--- src/rtl/gbf_pkg.sv ---
// ----------------------------------------------------------------------------
// gbf_pkg
// Shared constants, codes and types of the glyph blitter.
// ----------------------------------------------------------------------------
package gbf_pkg;

   // panel geometry and column-major plane layout
   localparam int PANEL_WIDTH  = 128;
   localparam int PANEL_HEIGHT = 256;
   localparam int COL_STRIDE   = PANEL_HEIGHT / 8 + 1;
   localparam int PLANE_DEPTH  = PANEL_WIDTH * COL_STRIDE;
   localparam int ADDR_W       = $clog2(PLANE_DEPTH);

   // reset contents of the two planes
   localparam logic [7:0] BLACK_RESET = 8'hFF;
   localparam logic [7:0] RED_RESET   = 8'h00;

   // request kinds
   localparam logic REQ_GLYPH = 1'b0;
   localparam logic REQ_READ  = 1'b1;

   // plane codes
   localparam logic PLANE_BLACK = 1'b0;
   localparam logic PLANE_RED   = 1'b1;

   // configuration register indexes
   localparam logic [2:0] CSR_ORIGIN_X     = 3'd0;
   localparam logic [2:0] CSR_ORIGIN_Y     = 3'd1;
   localparam logic [2:0] CSR_GLYPH_WIDTH  = 3'd2;
   localparam logic [2:0] CSR_GLYPH_HEIGHT = 3'd3;
   localparam logic [2:0] CSR_PLANE_SELECT = 3'd4;

   typedef struct packed {
      logic [9:0] origin_x;
      logic [9:0] origin_y;
      logic [7:0] glyph_width;
      logic [7:0] glyph_height;
      logic       plane_select;
   } gbf_cfg_type;

   // one memory operation: a pixel read-modify-write or a byte read
   typedef struct packed {
      logic              is_read;
      logic              wr_en;
      logic              plane;
      logic              in_range;
      logic              set_bit;
      logic              last;
      logic              glyph_done;
      logic [3:0]        pixels;
      logic [7:0]        mask;
      logic [ADDR_W-1:0] addr;
   } gbf_op_type;

   typedef struct packed {
      logic [7:0] read_data;
      logic [3:0] pixels_written;
      logic       glyph_done;
   } gbf_rsp_type;

   // result leaving the write stage
   typedef struct packed {
      logic        valid;
      gbf_rsp_type rsp;
   } gbf_done_type;

endpackage

--- src/rtl/gbf_unpack.sv ---
// ----------------------------------------------------------------------------
// gbf_unpack
// Holds one request, walks a glyph byte one pixel per cycle while advance is high
// through the glyph counters, and issues one plane operation per pixel or per read.
// ----------------------------------------------------------------------------
module gbf_unpack (
   input  logic                 clock,
   input  logic                 reset,
   input  logic                 req_tvalid,
   output logic                 req_tready,
   input  logic                 req_type,
   input  logic [7:0]           req_byte,
   input  logic                 req_start,
   input  logic                 req_plane,
   input  logic [12:0]          req_addr,
   input  gbf_pkg::gbf_cfg_type cfg,
   input  logic                 clearing,
   input  logic                 advance,
   output logic                 op_valid,
   output gbf_pkg::gbf_op_type  op
);
   import gbf_pkg::*;

   // held request
   logic        s0_valid_ff, s0_valid_in;
   logic        s0_type_ff;
   logic [7:0]  s0_byte_ff;
   logic        s0_plane_ff;
   logic [12:0] s0_addr_ff;
   logic [2:0]  bit_ff;
   logic [3:0]  cnt_ff;

   // glyph counters
   logic [7:0] col_ff, col_in;
   logic [7:0] row_ff, row_in;
   logic [7:0] run_ff, run_in;
   logic [7:0] done_ff, done_in;

   logic        accept;
   logic        last_op;
   logic        skip, wrap, row_end, on_panel, drawn, pix_bit;
   logic [7:0]  col_1, row_1, run_1;
   logic [7:0]  col_n, row_n, run_n, done_n;
   logic [10:0] px, py;
   logic [3:0]  pixels;

   // per-pixel counter step
   always_comb begin
      skip    = (done_ff == cfg.glyph_height);
      wrap    = (col_ff == cfg.glyph_width);
      col_1   = wrap ? 8'd0 : col_ff;
      row_1   = wrap ? row_ff + 8'd1 : row_ff;
      run_1   = run_ff + 8'd1;
      row_end = (run_1 == cfg.glyph_width);
      col_n   = skip ? col_ff : col_1 + 8'd1;
      row_n   = skip ? row_ff : row_1;
      run_n   = skip ? run_ff : (row_end ? 8'd0 : run_1);
      done_n  = (skip || !row_end) ? done_ff : done_ff + 8'd1;
   end

   // panel position and plane address of the pixel
   always_comb begin
      px       = {cfg.origin_x[9], cfg.origin_x} + {3'd0, col_1};
      py       = {cfg.origin_y[9], cfg.origin_y} + {3'd0, row_1};
      on_panel = !px[10] && (int'(px) < PANEL_WIDTH) &&
                 !py[10] && (int'(py) < PANEL_HEIGHT);
      drawn    = !skip && on_panel;
      pix_bit  = s0_byte_ff[bit_ff];
      pixels   = cnt_ff + {3'd0, drawn};
   end

   // operation toward the plane memories
   always_comb begin
      op = '0;
      if (s0_type_ff == REQ_READ) begin
         op.is_read    = 1'b1;
         op.plane      = s0_plane_ff;
         op.in_range   = (32'(s0_addr_ff) < PLANE_DEPTH);
         op.addr       = op.in_range ? ADDR_W'(s0_addr_ff) : '0;
         op.last       = 1'b1;
         op.glyph_done = skip;
      end else begin
         op.wr_en      = drawn;
         op.plane      = cfg.plane_select;
         op.set_bit    = (cfg.plane_select == PLANE_RED) ? pix_bit : !pix_bit;
         op.mask       = 8'h80 >> py[2:0];
         op.addr       = ADDR_W'(int'(px[9:0]) * COL_STRIDE + int'(py[9:3]));
         op.last       = (bit_ff == 3'd0);
         op.glyph_done = (done_n == cfg.glyph_height);
         op.pixels     = pixels;
      end
   end

   assign op_valid   = s0_valid_ff;
   assign last_op    = op.last;
   assign req_tready = !clearing && (!s0_valid_ff || (advance && last_op));
   assign accept     = req_tvalid && req_tready;

   // next counter values
   always_comb begin
      col_in  = col_ff;
      row_in  = row_ff;
      run_in  = run_ff;
      done_in = done_ff;
      if (accept && req_type == REQ_GLYPH && req_start) begin
         col_in  = '0;
         row_in  = '0;
         run_in  = '0;
         done_in = '0;
      end else if (advance && s0_valid_ff && s0_type_ff == REQ_GLYPH) begin
         col_in  = col_n;
         row_in  = row_n;
         run_in  = run_n;
         done_in = done_n;
      end
   end

   always_comb begin
      s0_valid_in = s0_valid_ff;
      if (accept)
         s0_valid_in = 1'b1;
      else if (advance && s0_valid_ff && last_op)
         s0_valid_in = 1'b0;
   end

   // control registers
   always_ff @(posedge clock) begin
      if (reset) begin
         s0_valid_ff <= 1'b0;
         col_ff      <= '0;
         row_ff      <= '0;
         run_ff      <= '0;
         done_ff     <= '0;
      end else begin
         s0_valid_ff <= s0_valid_in;
         col_ff      <= col_in;
         row_ff      <= row_in;
         run_ff      <= run_in;
         done_ff     <= done_in;
      end
   end

   // request hold and bit walk
   always_ff @(posedge clock) begin
      if (accept) begin
         s0_type_ff  <= req_type;
         s0_byte_ff  <= req_byte;
         s0_plane_ff <= req_plane;
         s0_addr_ff  <= req_addr;
         bit_ff      <= 3'd7;
         cnt_ff      <= '0;
      end else if (advance && s0_valid_ff) begin
         bit_ff      <= bit_ff - 3'd1;
         cnt_ff      <= pixels;
      end
   end

   // at most eight pixels per byte
   a_pixels_max: assert property (@(posedge clock) disable iff (reset)
      op_valid |-> (op.pixels <= 4'd8))
      else $error("pixel count above eight");

   // a read leaves the glyph counters alone
   a_read_keeps_counters: assert property (@(posedge clock) disable iff (reset)
      (advance && op_valid && op.is_read && !accept) |=>
         ($stable(done_ff) && $stable(col_ff) && $stable(run_ff)))
      else $error("read request changed glyph counters");

endmodule

--- config.mk ---
export PLATFORM = sky130hd
export DESIGN_NAME = gbf_unpack
export DESIGN_NICKNAME = d
export VERILOG_FILES = /design/src/rtl/gbf_pkg.sv /design/src/rtl/gbf_unpack.sv
export SDC_FILE = /design/constraint.sdc
export NUM_CORES = 1
export LEC_CHECK = 0
export BUFFER_PORTS_ARGS = -buffer_cell sky130_fd_sc_hd__buf_4
export CORE_MARGIN = 3
export CORE_UTILIZATION = 60
export CTS_CLUSTER_DIAMETER = 150
export DETAILED_ROUTE_END_ITERATION = 10
export GPL_TIMING_DRIVEN = 0
export PLACE_DENSITY = 0.9
export SLEW_MARGIN = 15
export SYNTH_ARGS = -nofsm -noshare
export SYNTH_HDL_FRONTEND = slang
export SYNTH_SLANG_ARGS = --single-unit
--- constraint.sdc ---
create_clock -name clock -period 10.1 [get_ports clock]
set_input_delay 0 -clock clock [delete_from_list [all_inputs] [get_ports clock]]
set_output_delay 0 -clock clock [all_outputs]
set_load 0.05 [all_outputs]
==> metrics.cfg <==
[outcome]
outcome = complete, no violations

[die]
start_util_pct = 62.3
dieHeight_um = 98.8
die_w_um = 98.8
die-area_um2 = 9770
ioPinCount = 100
fp.coreArea_um2 = 8300
rows = 33

[finish]
antenna_cells = 0
stdcell_area_um2 = 6480
final_nets = 879
syn_to_final_growth_pct = 25.3
drive_above_1_share_pct = 17.5
fin_cells = 866
fin_util_pct = 78.1

[worst_setup_path]
cp_max_fo = 10
cp_common_cell = o21ai_0
crit_cells = 24
cp_slowest_cell = clkbuf_1
endpoint_kind = primary output
path_buf_inv = 3
critPathKind = flip-flop to primary output
critPathTopFamily = compound AO/OA/AOI/OAI gates
start_kind = flip-flop
cp.arrival_ns = 6.42
r2r_cells = 22
ff2ff_setup_slack_ns = 5.20
crit_required_ns = 10.10
cp_slowest_stage_delay_ns = 0.46
path_cells = buf_2 > xnor2_1 > nand4_1 > nor2_1 > clkbuf_1 > mux2i_1 > fa_1 > nor2b_1 > o21a_1 > o21ai_0 > nand2b_1 > a21oi_1 > xnor2_1 > ha_1 > ha_1 > nor2b_1 > o21ai_0 > a21oi_1 > o21ai_0 > a21boi_0 > o211a_1 > o21a_1 > o31ai_1 > buf_4

[logic_synthesis]
synthSimpleGateAreaFrac_pct = 22.6
syn_nets = 743
synth-compound-area-share_pct = 15.8
synth-warning-count = 0
synthAdderAreaFrac_pct = 14.3
synthMuxAreaShare_pct = 2.06
async_reset_ff_share_pct = 0
ys_types = 60
synth_ff_type = dfxtp_1
synth-xor-area-share_pct = 12.9
synth_top_family_by_area = simple AND/OR/NAND/NOR gates
seq_area_frac_synth_pct = 28.8
syn_area_per_cell_um2 = 8.34
ys_ff_latch = 63
synth_edf_count = 23
syn-cell-area_um2 = 5170
synthCells = 620

[power_and_ir_drop]
leakage_nw = 2.75
p_sw_share_pct = 35.4
finalPower_mw = 0.689
ir_drop_v = 0.000107
combPwrFrac_pct = 31.1
seqPwrFrac_pct = 39.9
internal_power_mw = 0.445
power_switching_mw = 0.244
pwr-share-clk_pct = 29.0
powerDensity_nw_per_um2 = 106

[timing]
fin_setup_tns_ns = 0
fin_crit_ns = 6.42
worstMarginPinSlew_ns = 1.13
skew_ns = 0.0176
maxSlewHeadroom_pct = 24.4
worst_slack_ns = 3.68
rsz0062_at_grt = no
final_max_slew_viol_count = 0
setup_viol = 0
fmax_mhz = 156
min_period_over_period_pct = 63.6
finalHoldViolCount = 0
fin_hold_ws_ns = 0.0351

[clock_network]
htreeDepth = 3
clkSinkCount = 63
cts_hold_buf = 26
cts_max_path_buffers = 2
ctsRootBufferMaster = clkbuf_8
clock_latency_ns = 0.36
path_clk_slew_ns = 0.09
cts_tree = built
cts_setup_buffers = 0
cts_buffers = 9
cts_resized = 0

[global_route]
grt_pass1_vias = 5205
grt_overflow = 0
antenna_found_initial = 0
grt_max_degree = 29
grt_usage_pct = 29.9
grt_pass1_wl_um = 23700

[route]
route.detailed.drc = 0
drt_pass1_iterations = 7
vias = 5266
vias_per_cell = 6.08
wl_um = 14700
wl_per_cell_um = 16.9
drt-initial-drc-count = 373
ant_nets = 0

[placement]
dp_slack_ns = 4.24
place_area_um2 = 6050
io_buffers = 99
dp_hpwl_um = 10700
placed_cells = 824
globalplace.congestion = 0.898

[worst_hold_path]
hold_class = input port to flip-flop
holdPathStages = 4

[job]
drv_cap = 0

synthesized netlist by cell type, types with 2 or more instances:
cell type | n | area share [%]
o211a_1 | 2 | 0.39
and2_2 | 2 | 0.29
nor3_1 | 15 | 1.5
o21a_1 | 6 | 0.87
inv_1 | 25 | 1.8
a211oi_1 | 3 | 0.44
buf_4 | 3 | 0.44
nor2b_1 | 12 | 1.5
xor2_1 | 31 | 5.3
buf_2 | 2 | 0.19
o31ai_1 | 7 | 1.0
nand3_1 | 23 | 2.2
or2_2 | 4 | 0.48
mux2i_1 | 5 | 0.97
nor4_1 | 6 | 0.73
nand4_1 | 9 | 1.1
edfxtp_1 | 23 | 13
or3_1 | 9 | 1.1
o211ai_1 | 4 | 0.58
a41oi_1 | 2 | 0.34
nor2_1 | 60 | 4.4
and3_1 | 6 | 0.73
fa_1 | 2 | 0.77
dfxtp_1 | 40 | 15
xnor2_1 | 45 | 7.6
a31oi_1 | 7 | 0.85
nor3b_1 | 6 | 0.87
clkbuf_1 | 15 | 1.1
a21boi_0 | 2 | 0.29
nand2_1 | 59 | 4.3
a31o_2 | 2 | 0.34
and2_1 | 10 | 1.2
ha_1 | 55 | 13
nand2b_1 | 7 | 0.85
o21ai_0 | 40 | 3.9
a21o_1 | 4 | 0.58
mux4_2 | 2 | 0.87
a21oi_1 | 40 | 3.9
nand3b_1 | 2 | 0.29
a22oi_1 | 3 | 0.44
power groups by stage:
stage	Combinational (mW)	Sequential, mW	Clock [mW]
2_1_floorplan	0.132	0.280	0
3_5_place_dp	0.200	0.280	0
4_1_cts	0.210	0.274	0.195
3_3_place_gp	0.192	0.280	0
5_1_grt	0.229	0.276	0.211
6_report	0.214	0.275	0.200
flip-flops by register name, summed over array words and instances (netlist names):
register / flops
cnt_ff: 4
col_ff: 8
row_ff: 8
run_ff: 8
s0_type_ff: 1
bit_ff: 3
s0_plane_ff: 1
s0_addr_ff: 13
done_ff: 8
op_valid: 1
s0_byte_ff: 8
path summary, 6_finish.rpt:
path / start / to
worst max-delay path: col_ff[1] / op[11]
worst max register to register: col_ff[2] / cnt_ff[2]
worst min register to register: cnt_ff[0] / cnt_ff[0]
worst min-delay path: clearing / bit_ff[2]
final cells by class:
class / count / area, um2
multi-input combinational: 512 / 3500
fill: 530 / 1820
sequential: 63 / 1490
timing repair buffer: 125 / 1000
tap: 105 / 131
clock buffer: 9 / 124
inverter: 25 / 93.8
buffer: 20 / 88.8
clock inverter: 7 / 48.8
layout by cell type (no fill, tap or decap), drive strengths merged, types with 6 or more instances in the layout:
cell / synthesis / final
a21oi: 40 / 40
a31oi: 7 / 7
and2: 12 / 12
and3: 7 / 7
buf: 5 / 104
clkbuf: 15 / 24
dfxtp: 40 / 40
dlygate4sd3: 0 / 26
edfxtp: 23 / 23
ha: 55 / 55
inv: 25 / 26
nand2: 59 / 59
nand2b: 7 / 7
nand3: 23 / 23
nand4: 9 / 9
nor2: 60 / 60
nor2b: 12 / 12
nor3: 15 / 15
nor3b: 6 / 6
nor4: 6 / 6
o21a: 6 / 6
o21ai: 40 / 40
o31ai: 7 / 7
or3: 10 / 10
xnor2: 45 / 45
xor2: 31 / 31
per-layer routing:
metal | track usage, % | routed length (um) | up-vias
met5 | 0 | 0 | -
met3 | 5.52 | 943 | 78
li1 | - | - | 2488
met2 | 53.6 | 7530 | 268
met4 | 18.5 | 784 | 0
met1 | 32.4 | 5410 | 2432
worst min-delay path: cells and delay by family:
| kind | cells | cell delay, ns |
|---|---|---|
| simple gates | 2 | 0.22 |
| buf+inv | 1 | 0.08 |
| compound gates | 1 | 0.05 |
kinds of logic after synthesis:
family / count (synthesis)
and+or+nand+nor: 237
buffers and inverters: 45
AOI/OAI and AO/OA: 133
xor gates and xnor gates: 76
adders and majority gates: 58
muxes: 8
DFF: 63
Power figures use the tool's default switching activity.
